===== config.mk =====
export PLATFORM = sky130hd
export DESIGN_NAME = tcw_front
export DESIGN_NICKNAME = d
export VERILOG_FILES = /design/src/design/tcw_pkg.sv /design/src/design/tcw_front.sv
export SDC_FILE = /design/constraint.sdc
export NUM_CORES = 1
export LEC_CHECK = 0
export BUFFER_PORTS_ARGS = -buffer_cell sky130_fd_sc_hd__buf_2
export CAP_MARGIN = 20
export CORE_MARGIN = 2
export CORE_UTILIZATION = 52
export CTS_CLUSTER_DIAMETER = 100
export CTS_CLUSTER_SIZE = 28
export DETAILED_ROUTE_END_ITERATION = 16
export GPL_ROUTABILITY_DRIVEN = 1
export PLACE_DENSITY = 0.9
export REMOVE_ABC_BUFFERS = 1
export SYNTH_ARGS = -nofsm -noshare
export SYNTH_HDL_FRONTEND = slang
export SYNTH_SLANG_ARGS = --single-unit

===== constraint.sdc =====
create_clock -name clk -period 2.35 [get_ports clk]
set_input_delay 0.1175 -clock clk [delete_from_list [all_inputs] [get_ports clk]]
set_output_delay 0.1175 -clock clk [all_outputs]
set_load 0.02 [all_outputs]

===== src/design/tcw_pkg.sv =====
package tcw_pkg;

  // Field widths fixed by the item format
  localparam int CURSOR_W = 11;
  localparam int ADDR_W   = 11;
  localparam int CELL_W   = 16;

  // Selector codes
  localparam logic [1:0] FUNC_PUT   = 2'd0;
  localparam logic [1:0] FUNC_CLEAR = 2'd1;
  localparam logic [1:0] FUNC_READ  = 2'd2;

  // Control characters
  localparam logic [7:0] CODE_NUL = 8'd0;
  localparam logic [7:0] CODE_LF  = 8'd10;
  localparam logic [7:0] CODE_CR  = 8'd13;

  localparam logic [CELL_W-1:0] BLANK_CELL = 16'h0700;

  // Classified operation handed from front to back
  typedef enum logic [2:0] {
    OP_NOP,
    OP_PUT,
    OP_LF,
    OP_CR,
    OP_CLEAR,
    OP_READ
  } tcw_op_t;

  typedef struct packed {
    tcw_op_t           op;
    logic [7:0]        attr;
    logic [7:0]        ch;
    logic [ADDR_W-1:0] addr;
    logic              addr_ok;
  } tcw_item_t;

  // Back-end sequencer states
  typedef enum logic [1:0] {
    B_IDLE,
    B_RDWAIT,
    B_COPY,
    B_BLANK
  } tcw_state_t;

endpackage


===== src/design/tcw_front.sv =====
module tcw_front #(
  parameter int CELLS = 2000
) (
  input  logic                  clk,
  input  logic                  rst,
  input  logic                  in_valid,
  output logic                  in_ready,
  input  logic [1:0]            func,
  input  logic [7:0]            char_code,
  input  logic [7:0]            attribute,
  input  logic [tcw_pkg::ADDR_W-1:0] cell_address,
  output logic                  q_valid,
  input  logic                  q_ready,
  output tcw_pkg::tcw_item_t    q_item
);
  import tcw_pkg::*;

  tcw_item_t  item_in;
  tcw_item_t  slot [2];
  logic       wr_ptr;
  logic       rd_ptr;
  logic [1:0] count;
  logic       push;
  logic       pop;

  // Classify the incoming item
  always_comb begin
    item_in.attr    = attribute;
    item_in.ch      = char_code;
    item_in.addr    = cell_address;
    item_in.addr_ok = 32'(cell_address) < 32'(CELLS);
    unique case (func)
      FUNC_PUT: begin
        if (char_code == CODE_NUL) begin
          item_in.op = OP_NOP;
        end else if (char_code == CODE_LF) begin
          item_in.op = OP_LF;
        end else if (char_code == CODE_CR) begin
          item_in.op = OP_CR;
        end else begin
          item_in.op = OP_PUT;
        end
      end
      FUNC_CLEAR: item_in.op = OP_CLEAR;
      FUNC_READ:  item_in.op = OP_READ;
      default:    item_in.op = OP_NOP;
    endcase
  end

  // Two-entry queue toward the back end
  assign in_ready = (count != 2'd2);
  assign q_valid  = (count != 2'd0);
  assign q_item   = slot[rd_ptr];
  assign push     = in_valid && in_ready;
  assign pop      = q_valid && q_ready;

  always_ff @(posedge clk) begin
    if (rst) begin
      wr_ptr <= 1'b0;
      rd_ptr <= 1'b0;
      count  <= 2'd0;
    end else begin
      if (push) begin
        wr_ptr <= ~wr_ptr;
      end
      if (pop) begin
        rd_ptr <= ~rd_ptr;
      end
      count <= count + {1'b0, push} - {1'b0, pop};
    end
  end

  always_ff @(posedge clk) begin
    if (push) begin
      slot[wr_ptr] <= item_in;
    end
  end

endmodule


Yosys cells after proc, flatten, opt, wreduce, memory -nomap -nowiden:

Memories as Yosys holds them, arrays and structs flattened. A register that Yosys moved wholly into a read port is not among the register bits.
Index checks and enable logic that the tools add are counted.

* register bits: 4
* bits in writable memories: 62
* input bits: 33
* output and inout port bits: 33
* memories: 1

* add/subtract/negate cells: 2
* order comparisons: 1
* equal/unequal tests: 5
* mux-type cells: 8
* bitwise logic cells: 2
* reduce and logical (&&, ||, !) cells: 5

Memories
* slot: words 2, bits a word 31, read ports 1, clocked after Yosys merged registers in 1, write ports 1, line tcw_front.sv:19 `tcw_item_t slot [2];`

Operators by type and width (number)
* 8-bit by 4-bit == test with 1-bit output (second input constant): 2
* 11-bit less-than comparator (second input constant): 1
* 3-bit case mux with 3 select lines: 1
* 8-bit logical NOT: 1
* 2-bit two-way mux: 3
* 1-bit two-way mux: 4
* 2-bit by 1-bit adder with 2-bit output: 1
* 2-bit by 1-bit == test with 1-bit output (second input constant): 1
* 2-bit == test (second input constant): 1
* 1-bit logical AND: 2
* 2-bit logical NOT: 1
* 2-bit != test (second input constant): 1
* 1-bit inverter: 2
* 2-bit nonzero test: 1
* 2-bit by 1-bit subtractor with 2-bit output: 1

Logic depth before layout (Yosys ltp):

Gate-level depths: netlist (run 1).

* depth in word-level cells: 5
* depth in mapped cells: 8
* mapped depth without buffers: 8

Worst setup path before layout (run 1):

Ideal clock, no wire load.

* kind: reg2reg
* start: reg count[0]
* end: mem slot[1][0] (netlist bit) (enable)
* arrival: 1.398 ns
* required time: 1.959 ns
* setup slack: 0.561 ns
* stages on the path, launching flop included: 3
* clock period less this slack: 1.789 ns
* cell sequence: dfxtp_1 nand2b_2 and3_1

* cells in the longest elaborated chain, start to end: 4

Ends and longest elaborated chain
* start, declared: line tcw_front.sv:22 `logic [1:0] count;`
* start signal, assigned: line tcw_front.sv:69 `count <= count + {1'b0, push} - {1'b0, pop};`
* 2-bit != test: line tcw_front.sv:51 `assign in_ready = (count != 2'd2);`
* named net in_ready: line tcw_front.sv:7 `output logic in_ready,`
* 1-bit logical AND: line tcw_front.sv:54 `assign push = in_valid && in_ready;`
* 1-bit two-way mux: line tcw_front.sv:74 `if (push) begin`
* 1-bit two-way mux (not written as such): line tcw_front.sv:75 `slot[wr_ptr] <= item_in;`
* end, declared: line tcw_front.sv:19

The timed path passes the listed nets, and every way through them passes these cells.

==> metrics.md, run 1 <==
| Metric | Value |
|---|---|
| Max-Cap Viols | `0` |
| Largest net degree at the start of global routing | `32` |
| Buf+Inv Stages, Crit Path | `2` |
| Layout cells sized above 1 | `0.492` |
| Syn-to-layout area delta | `30.1%` |
| Netlist Area Pre-Place | `0.00259 sq mm` |
| Synth cell count leaders | `edfxtp_1 (62), mux2_2 (31), dfxtp_1 (5)` |
| GP Congestion | `0.712` |
| EDFF count, synth | `62` |
| Antenna Nets Post-Route | `0` |
| Via count | `1503` |
| Hold Vio Cnt, Final | `0` |
| Post-CTS setup repair buffer count | `0` |
| Clock Latency Late Sink | `0.33 ns` |
| Crit Path Max Fanout | `31` |
| Die Width | `74.5 um` |
| Routed len/inst | `15.9 um` |
| CTS tree | `yes` |
| Max Freq | `596 MHz` |
| TritonRoute pass-1 iters | `4` |
| Mean Syn Cell Area | `19.0 sq um` |
| Setup TNS | `0 ns` |
| Design Power | `3.43 mW` |
| DRC errors left | `0` |
| RSZ-0062 raised after global routing | `no` |
| Critical path depth | `3` |
| CP max stage delay | `0.39 ns` |
| Worst hold path class | `primary input to flip-flop` |
| Root Driver | `clkbuf_8` |
| First-pass GRT wire length | `7.09 mm` |
| Crit path kind | `flip-flop to primary output` |
| Met2 WL | `2.56 mm` |
| Cts repair resizes | `0` |
| Post-Route WL | `4.86 mm` |
| ANT cells | `0` |
| Cell family with most CP delay | `buffers and inverters` |
| Post-route design area | `0.00336 sq mm` |
| Post-synth top flop | `edfxtp_1` |
| Port buffer count | `65` |
| WL met3 | `261 um` |
| WP data required | `2.23 ns` |
| Post-synth cell types | `26` |
| H-tree Lvls | `3` |
| Critical Path Start Type | `flip-flop` |
| GRT Total Usage | `0.184` |
| Hold-fix buffers, CTS | `21` |
| Ys async rst share | `0` |
| Overflow after GRT | `0` |
| Vias per inst | `4.93` |
| Slew Limit Fails | `0` |
| Tcrit/Tclk final | `0.714` |
| Sequential area share after synthesis | `0.759` |
| # nets final | `270` |
| Top cells by area, synth | `edfxtp_1 (72%), mux2_2 (13%), dfxtp_1 (3.9%), ha_1 (1.9%), buf_4 (0.87%)` |
| Worst IR Drop VDD | `622 uV` |
| Warnings from Yosys | `0` |
| Starting DRT DRC Count | `93` |
| Max clock buf depth | `2` |
| Slew headroom | `0.715` |
| Top-count cell post-synth | `edfxtp_1` |
| Std-Cell Rows | `25` |
| Final worst path period need | `1.68 ns` |
| Hold Path Cell Cnt | `1` |
| Outcome | `finished, final reports clean` |
| Wl on met1 | `1.93 mm` |
| Slowest-stage cell, CP | `mux2_2` |
| Arrival time at the worst endpoint | `1.56 ns` |
| CTS Buf Count | `9` |
| DR top layer | `met4` |
| Yosys reg bits | `67` |
| Fill cells | `307` |
| Initial antenna violation count | `0` |
| Boundary Pins | `66` |
| Post-synthesis cell count | `136` |
| Least-Margin Pin Slew | `0.428 ns` |
| Yosys top cell area share | `0.720` |
| Placed inst area | `0.00300 sq mm` |
| Final setup viols | `0` |
| Starting density of the core | `0.544` |
| Core area | `0.00475 sq mm` |
| Clock-pin slew on the worst setup and hold paths | `0.07 ns` |
| Vias in the first global route | `1579` |
| Die H | `74.5 um` |
| DP HPWL | `2.79 mm` |
| Worst R2R Path Depth | `8` |
| Critical path endpoint category | `primary output` |
| Synth area leader | `edfxtp_1` |
| Skew final | `0.00649 ns` |
| Critical path cell sequence | `buf_4, mux2_2, buf_2` |
| Leakage power | `1.29 nW` |
| CTS sink count | `67` |
| Die area | `0.00555 sq mm` |
| Cell area power density | `1020 mW/mm^2` |
[worst register-to-register path, cell delays in order (launching register included)]
cell and delay, ns:
dfxtp_1 0.37, nand2b_2 0.17, nand2_1 0.07, ha_1 0.27, inv_1 0.04, ha_1 0.18
xor2_1 0.15, and2_1 0.15, nor3_1 0.14
[flip-flops by register name, indices dropped and copies added (netlist names), named ones only]
signal	flops
slot	62
wr_ptr	1
count	2
rd_ptr	1
[final timing paths]
kind	from	endpoint	slack [ns]
worst min-delay path	char_code[6]	slot[0][18]	0.009
worst min register to register	rd_ptr	flip-flop	0.52
worst max-delay path	flip-flop	q_item[11]	0.67
worst max register to register	count[0]	count[1]	0.74
[power by group]
| part | leakage (nW) | switching [mW] | internal, mW |
|---|---|---|---|
| Clock | 0.0836 | 0.394 | 0.367 |
| Sequential | 0.616 | 0.0586 | 1.52 |
| Combinational | 0.593 | 0.638 | 0.454 |
| Total | 1.29 | 1.09 | 2.34 |
[cell families after synthesis]
family                   synth area share
AND/OR/NAND/NOR                    0.0445
buffers and inverters              0.0145
XOR/XNOR                           0.0102
adder cells (fa/ha/maj)            0.0194
AO/OA/AOI/OAI                      0.0179
multiplexers                        0.135
flip-flops                          0.759
[layer usage]
metal / vias up / GRT usage
met5: - / 0
met4: 0 / 0.101
met3: 10 / 0.0420
met2: 46 / 0.331
met1: 725 / 0.201
li1: 722 / -
[layout make-up]
class,count,area (sq um),area share
repair buffers,89,558,0.166
clock inverters,7,35.0,0.0104
inverters,4,15.0,0.00446
flip-flops and latches,67,1960,0.583
multi-input cells,62,587,0.174
clock buffers,9,124,0.0368
well taps,67,83.8,0.0249
[layout by cell type (no fill, tap or decap), drive strengths merged]
| cell type | Yosys | layout |
|---|---|---|
| nand3b | 2 | 2 |
| clkbuf | 0 | 9 |
| a21oi | 2 | 2 |
| or3b | 1 | 1 |
| clkinvlp | 0 | 1 |
| o2111ai | 1 | 1 |
| nand4b | 1 | 1 |
| mux2 | 31 | 31 |
| nand2 | 1 | 1 |
| clkinv | 0 | 6 |
| xnor2 | 1 | 1 |
| and3 | 2 | 2 |
| xor2 | 2 | 2 |
| ha | 4 | 4 |
| nor2 | 4 | 4 |
| nor3 | 1 | 1 |
| a221oi | 1 | 1 |
| a21bo | 1 | 1 |
| inv | 4 | 4 |
| nor4 | 2 | 2 |
| and2 | 1 | 1 |
| edfxtp | 62 | 62 |
| buf | 3 | 68 |
| dlygate4sd3 | 0 | 21 |
| o21a | 1 | 1 |
| nand2b | 1 | 1 |
| nor2b | 1 | 1 |
| dfxtp | 5 | 5 |
| or2 | 1 | 1 |
[through the flow]
step / setup slack, ns / hold WS, ns / util / instances
after floorplan: 0.561 / 0.187 / - / 133
after global placement: 0.849 / 0.305 / 0.630 / 268
after detailed placement: 0.720 / 0.310 / 0.630 / 268
after CTS: 0.654 / 0.000588 / 0.708 / 305
after global routing: 0.587 / 0.00224 / 0.708 / 305
final: 0.673 / 0.00897 / 0.708 / 305
Note: power is estimated with default switching activity, not from simulation.
==> run 2, diff against run 1 <==
clock period = 1.6 ns   (was 2.35 ns; I/O delays follow)
==> run 2 against run 1 <==
Compared with the run above: hold slack improved by 0.075 ns; sequential power up 47%; combinational power is 65% higher; die area did not move; register-to-register slack worse by 0.66 ns; first-iteration DRC count decreased by 19%; global-route usage shrank 0.44 points; core utilization up 3.6 points; critical path depth is 4 higher; clock power is 43% higher.
==> metrics.md, run 2 (synthesis results as in run 1) <==
| Metric | Value |
|---|---|
| RSZ-0062 raised after global routing | `no (unchanged)` |
| Critical path endpoint category | `flip-flop (was primary output)` |
| Commonest non-fill, non-tap cell in the layout | `buf_2 (unchanged)` |
| Max reg flops | `62 (unchanged)` |
| Largest net degree at the start of global routing | `32 (unchanged)` |
| Clock Latency Late Sink | `0.32 ns (was 0.33 ns)` |
| Antenna Nets Post-Route | `0 (unchanged)` |
| Vias in the first global route | `1512 (was 1579)` |
| DP HPWL | `2.81 mm (was 2.79 mm)` |
| Final worst path period need | `1.52 ns` |
| Die H | `74.5 um (unchanged)` |
| Die Width | `74.5 um (unchanged)` |
| Layout cells sized above 1 | `0.496 (was 0.492)` |
| Cell area power density | `1480 mW/mm^2 (was 1020 mW/mm^2)` |
| Routed len/inst | `15.1 um (was 15.9 um)` |
| Critical Path Start Type | `flip-flop (unchanged)` |
| Crit path kind | `flip-flop to flip-flop (was flip-flop to primary output)` |
| Starting DRT DRC Count | `75 (was 93)` |
| Leakage power | `1.34 nW (was 1.29 nW)` |
| First-pass GRT wire length | `7.06 mm (was 7.09 mm)` |
| ANT cells | `0 (unchanged)` |
| # nets final | `280 (was 270)` |
| Tcrit/Tclk final | `0.948` |
| Worst hold path class | `primary input to flip-flop (unchanged)` |
| Skew final | `0.00582 ns (was 0.00649 ns)` |
| Max clock buf depth | `2 (unchanged)` |
| Biggest register | `slot (unchanged)` |
| Boundary Pins | `66 (unchanged)` |
| CTS sink count | `67 (unchanged)` |
| TritonRoute pass-1 iters | `4 (unchanged)` |
| Crit Path Max Fanout | `3 (was 31)` |
| Setup TNS | `0 ns (unchanged)` |
| Root Driver | `clkbuf_8 (unchanged)` |
| Clock-pin slew on the worst setup and hold paths | `0.07 ns (about the same)` |
| Die area | `0.00555 sq mm (unchanged)` |
| Core area | `0.00475 sq mm (unchanged)` |
| Outcome | `finished, final reports clean (unchanged)` |
| Syn-to-layout area delta | `36.6% (was 30.1%)` |
| Critical path cell sequence | `o21a_4, ha_4, inv_1, ha_2, xor2_2, and2_1, nor3_2 (was buf_4, mux2_2, buf_2)` |
| Slew headroom | `0.749 (was 0.715)` |
| Std-Cell Rows | `25 (unchanged)` |
| Hold Slack | `0.0836 ns (was 0.00897 ns)` |
| Post-Route WL | `4.75 mm (was 4.86 mm)` |
| Starting density of the core | `0.544 (unchanged)` |
| Hold Vio Cnt, Final | `0 (unchanged)` |
| Biggest regs | `slot (62), count (2) (unchanged)` |
| Arrival time at the worst endpoint | `1.76 ns (was 1.56 ns)` |
| Slowest-stage cell, CP | `dfxtp_4 (was mux2_2)` |
| CTS Buf Count | `9 (unchanged)` |
| DRC errors left | `0 (unchanged)` |
| H-tree Lvls | `3 (unchanged)` |
| Worst IR Drop VDD | `1160 uV (was 622 uV)` |
| Via count | `1532 (was 1503)` |
| WP data required | `1.84 ns (was 2.23 ns)` |
| CP max stage delay | `0.36 ns (was 0.39 ns)` |
| Overflow after GRT | `0 (unchanged)` |
| Max Freq | `659 MHz` |
| CTS tree | `yes (unchanged)` |
| GP Congestion | `0.702 (was 0.712)` |
| Port buffer count | `65 (unchanged)` |
| Slew Limit Fails | `0 (unchanged)` |
| Max-Cap Viols | `0 (unchanged)` |
| Initial antenna violation count | `0 (unchanged)` |
| Vias per inst | `4.86 (was 4.93)` |
| Final setup viols | `0 (unchanged)` |
| Least-Margin Pin Slew | `0.373 ns (was 0.428 ns)` |
| GRT Total Usage | `0.180 (was 0.184)` |
| Highest-count cells in the layout ignoring fill and taps | `buf_2 (65), edfxtp_1 (62), mux2_2 (31) (unchanged)` |
run 2: power by group:
part,leakage (nW),internal (mW),switching (mW)
logic,0.650,0.806,0.992
registers,0.617,2.24,0.0880
clock network,0.0773,0.539,0.549
total,1.34,3.59,1.63
run 2: worst paths after layout:
kind / startpoint / to / slack (ns) / cells after the start
setup reg to reg: count[1] / count[1] / 0.08 / 7
hold reg to reg: rd_ptr / rd_ptr / 0.52 / 2
hold / removal: in_valid / wr_ptr / 0.08 / 3
setup / recovery: count[1] / count[1] / 0.08 / 7
run 2: critical path, delay by kind of cell (launching register included):
| family | cells | cell delay (ns) |
|---|---|---|
| and+or+nand+nor | 2 | 0.26 |
| xor gates and xnor gates | 1 | 0.15 |
| adders and majority gates | 2 | 0.42 |
| AOI/OAI and AO/OA | 1 | 0.21 |
| DFF | 1 | 0.36 |
| buffers and inverters | 1 | 0.04 |
run 2: cell type report:
cell class	count	area, sq um
sequential	67	1970
fill	307	1220
timing repair buffer	99	688
multi-input combinational	62	628
clock buffer	11	131
tap	67	83.8
clock inverter	5	20.0
inverter	4	15.0
run 2: through the flow:
stage	total power, mW	utilization	setup slack [ns]	cell area [sq um]	cells
CTS	5.25	0.740	0.00971	3520	314
finish	5.22	0.743	0.0831	3530	315
global placement	3.94	0.638	0.102	3030	268
floorplan	3.41	-	-0.189	2560	133
detailed placement	4.00	0.638	-0.0453	3030	268
global route	5.48	0.743	0.0130	3530	315
run 2: what timing repair did:
| action | CTS | global route |
|---|---|---|
| hold buffers | 28 | 0 |
| endpoints found under the hold margin | 59 | 0 |
| pin swaps | 3 | 1 |
| setup endpoints to repair | 1 | 1 |
| resized for setup | 9 | 1 |
| setup buffers | 2 | 1 |
run 2: layer usage:
metal / vias up / routed length (um) / global-route usage / share of wire
met5: - / 0 / 0 / 0
met4: 0 / 98 / 0.103 / 0.021
met3: 9 / 260 / 0.0474 / 0.055
met2: 53 / 2390 / 0.296 / 0.50
met1: 731 / 2000 / 0.215 / 0.42
li1: 739 / - / - / -
==> run 3, diff against run 2 <==
CTS_CLUSTER_SIZE = 40   (was 28)
GPL_TIMING_DRIVEN = 1   (was not set)
HOLD_SLACK_MARGIN = 0.1   (was not set)
==> run 3 against run 2 <==
Compared with the run above: maximum frequency is essentially flat; clock power is essentially flat; sequential share of layout area shrank 0.16 points; worst setup slack gained 0.00067 ns; wire length grew 0.78%; largest cell class unchanged; flip-flop and latch count is the same; final cell count grew 0.32%; non-clock buffer count grew 1; hold slack gained 0.056 ns; clock skew is essentially flat; design area grew 0.28%; register-to-register slack is essentially flat.
==> metrics.md, run 3 (synthesis results as in run 1) <==
| Metric | Value |
|---|---|
| DRC errors left | `0 (unchanged)` |
| Min-delay src | `func[0] (was in_valid)` |
| FF-to-FF setup slack | `0.08 ns (about the same)` |
| Placed Instances | `268 (unchanged)` |
| GP Congestion | `0.702 (unchanged)` |
| Outcome | `finished, final reports clean (unchanged)` |
| Clk pwr share | `0.208 (was 0.209)` |
| Die Width | `74.5 um (unchanged)` |
| Overflow after GRT | `0 (unchanged)` |
| RSZ-0062 raised after global routing | `no (unchanged)` |
| Slew Limit Fails | `0 (unchanged)` |
| Final setup margin | `0.0838 ns (was 0.0831 ns)` |
| First-pass GRT wire length | `7.09 mm (was 7.06 mm)` |
| Comb pwr share | `0.345 (about the same)` |
| Leakage power | `1.35 nW (was 1.34 nW)` |
| TritonRoute pass-1 iters | `4 (unchanged)` |
| Critical Path Start Type | `flip-flop (unchanged)` |
| Slew headroom | `0.749 (about the same)` |
| Critical path endpoint category | `flip-flop (unchanged)` |
| Routed len/inst | `15.1 um (about the same)` |
| Final setup viols | `0 (unchanged)` |
| Std-Cell Rows | `25 (unchanged)` |
| Max Freq | `660 MHz (was 659 MHz)` |
| P_int | `3.59 mW (about the same)` |
| Reg-to-reg critical path startpoint | `count[1] (unchanged)` |
| GRT Total Usage | `0.181 (was 0.180)` |
| Highest-count cells in the layout ignoring fill and taps | `buf_2 (65), edfxtp_1 (62), mux2_2 (31) (unchanged)` |
| # nets final | `281 (was 280)` |
| Hold Vio Cnt, Final | `0 (unchanged)` |
| Starting density of the core | `0.544 (unchanged)` |
| Vias per inst | `4.89 (was 4.86)` |
| Least-Margin Pin Slew | `0.374 ns (was 0.373 ns)` |
| Clock Latency Late Sink | `0.32 ns (about the same)` |
| Final instance count without filler cells | `316 (was 315)` |
| Final worst path period need | `1.52 ns (about the same)` |
| ANT cells | `0 (unchanged)` |
| Psw | `1.63 mW (about the same)` |
| Commonest non-fill, non-tap cell in the layout | `buf_2 (unchanged)` |
| R2R Path End | `count[1] (unchanged)` |
| Antenna Nets Post-Route | `0 (unchanged)` |
| Die H | `74.5 um (unchanged)` |
| Vias in the first global route | `1529 (was 1512)` |
| CTS sink count | `67 (unchanged)` |
| Via count | `1544 (was 1532)` |
| Initial antenna violation count | `0 (unchanged)` |
| Biggest register | `slot (unchanged)` |
| Arrival time at the worst endpoint | `1.76 ns (about the same)` |
| Cell area power density | `1470 mW/mm^2 (was 1480 mW/mm^2)` |
| Crit Path Max Fanout | `3 (unchanged)` |
| Die area | `0.00555 sq mm (unchanged)` |
| Skew final | `0.00566 ns (was 0.00582 ns)` |
| CTS Buf Count | `9 (unchanged)` |
| Worst IR Drop VDD | `1160 uV (about the same)` |
| Sw Ratio | `0.312 (about the same)` |
| Flop pwr share | `0.447 (about the same)` |
| Port buffer count | `65 (unchanged)` |
| Crit path kind | `flip-flop to flip-flop (unchanged)` |
| Core area | `0.00475 sq mm (unchanged)` |
| Start point of the critical path | `count[1] (unchanged)` |
| CTS tree | `yes (unchanged)` |
| Syn-to-layout area delta | `37.0% (was 36.6%)` |
| DP HPWL | `2.81 mm (unchanged)` |
| Max clock buf depth | `2 (unchanged)` |
| Biggest regs | `slot (62), count (2) (unchanged)` |
| Layout cells sized above 1 | `0.494 (was 0.496)` |
| Clock-pin slew on the worst setup and hold paths | `0.07 ns (about the same)` |
| Largest net degree at the start of global routing | `32 (unchanged)` |
| WP data required | `1.84 ns (about the same)` |
| Worst R2R Path Depth | `7 (unchanged)` |
| H-tree Lvls | `3 (unchanged)` |
| CP Capture Point | `count[1] (unchanged)` |
| Max-Cap Viols | `0 (unchanged)` |
| Tcrit/Tclk final | `0.948 (about the same)` |
| Worst slack, placed | `-0.0453 ns (unchanged)` |
| Boundary Pins | `66 (unchanged)` |
| Post-Route WL | `4.79 mm (was 4.75 mm)` |
| Worst hold path class | `primary input to flip-flop (unchanged)` |
| Starting DRT DRC Count | `67 (was 75)` |
| Max reg flops | `62 (unchanged)` |
| Root Driver | `clkbuf_8 (unchanged)` |
[run 3: changes by cell type in the layout (fill, tap and decap cells not counted), sizes merged]
cell and change:
dlygate4sd3 +1
[run 3: area by class of cell]
cell class,count,area (sq um)
sequential,67,1970
fill,307,1210
inverter,4,15.0
clock buffer,11,131
tap,67,83.8
timing repair buffer,100,698
multi-input combinational,62,628
clock inverter,5,20.0
[run 3: layer usage]
layer | part of all wire | vias to the layer above | track usage
li1 | - | 742 | -
met1 | 0.42 | 736 | 0.214
met2 | 0.51 | 55 | 0.300
met3 | 0.056 | 11 | 0.0474
met4 | 0.023 | 0 | 0.103
met5 | 0 | - | 0
[run 3: power groups by stage]
| stage | logic [mW] | registers (mW) | clock network (mW) |
|---|---|---|---|
| finish | 1.80 | 2.33 | 1.09 |
| CTS | 1.79 | 2.33 | 1.12 |
| detailed placement | 1.64 | 2.36 | 0 |
| global placement | 1.61 | 2.33 | 0 |
| floorplan | 1.01 | 2.41 | 0 |
| global route | 1.94 | 2.36 | 1.19 |
[run 3: stage by stage]
| stage | util | hold slack [ns] | setup TNS (ns) | area, sq um | power, mW |
|---|---|---|---|---|---|
| after detailed placement | 0.638 | 0.274 | -0.0453 | 3030 | 4.00 |
| after global placement | 0.638 | 0.268 | 0 | 3030 | 3.94 |
| after CTS | 0.742 | 0.112 | 0 | 3530 | 5.25 |
| after global routing | 0.745 | 0.133 | 0 | 3540 | 5.48 |
| final | 0.745 | 0.140 | 0 | 3540 | 5.22 |
| after floorplan | - | 0.149 | -8.21 | 2560 | 3.41 |
[run 3: worst min-delay path by stage]
| stage | depth (start not counted) | slack (ns) | endpoint |
|---|---|---|---|
| floorplan | 1 | 0.15 | wr_ptr |
| global placement | 1 | 0.27 | slot[0][26] |
| detailed placement | 1 | 0.27 | slot[1][2] |
| CTS | 2 | 0.11 | slot[1][28] |
| global route | 2 | 0.13 | slot[1][28] |
| finish | 2 | 0.14 | slot[1][28] |
[run 3: worst max-delay path, cell delays in order, from the launching register on]
cell     delay (ns)
dfxtp_4        0.36
o21a_4         0.21
ha_4           0.25
inv_1          0.04
ha_2           0.17
xor2_2         0.15
and2_1         0.15
nor3_2         0.11
[run 3: timing repair]
action / in CTS / in global routing
setup endpoints to repair: 1 / 1
hold endpoints to repair: 61 / 0
hold buffers: 29 / 0
pin swaps: 3 / 1
gates resized for setup: 9 / 1
setup buffers: 2 / 1
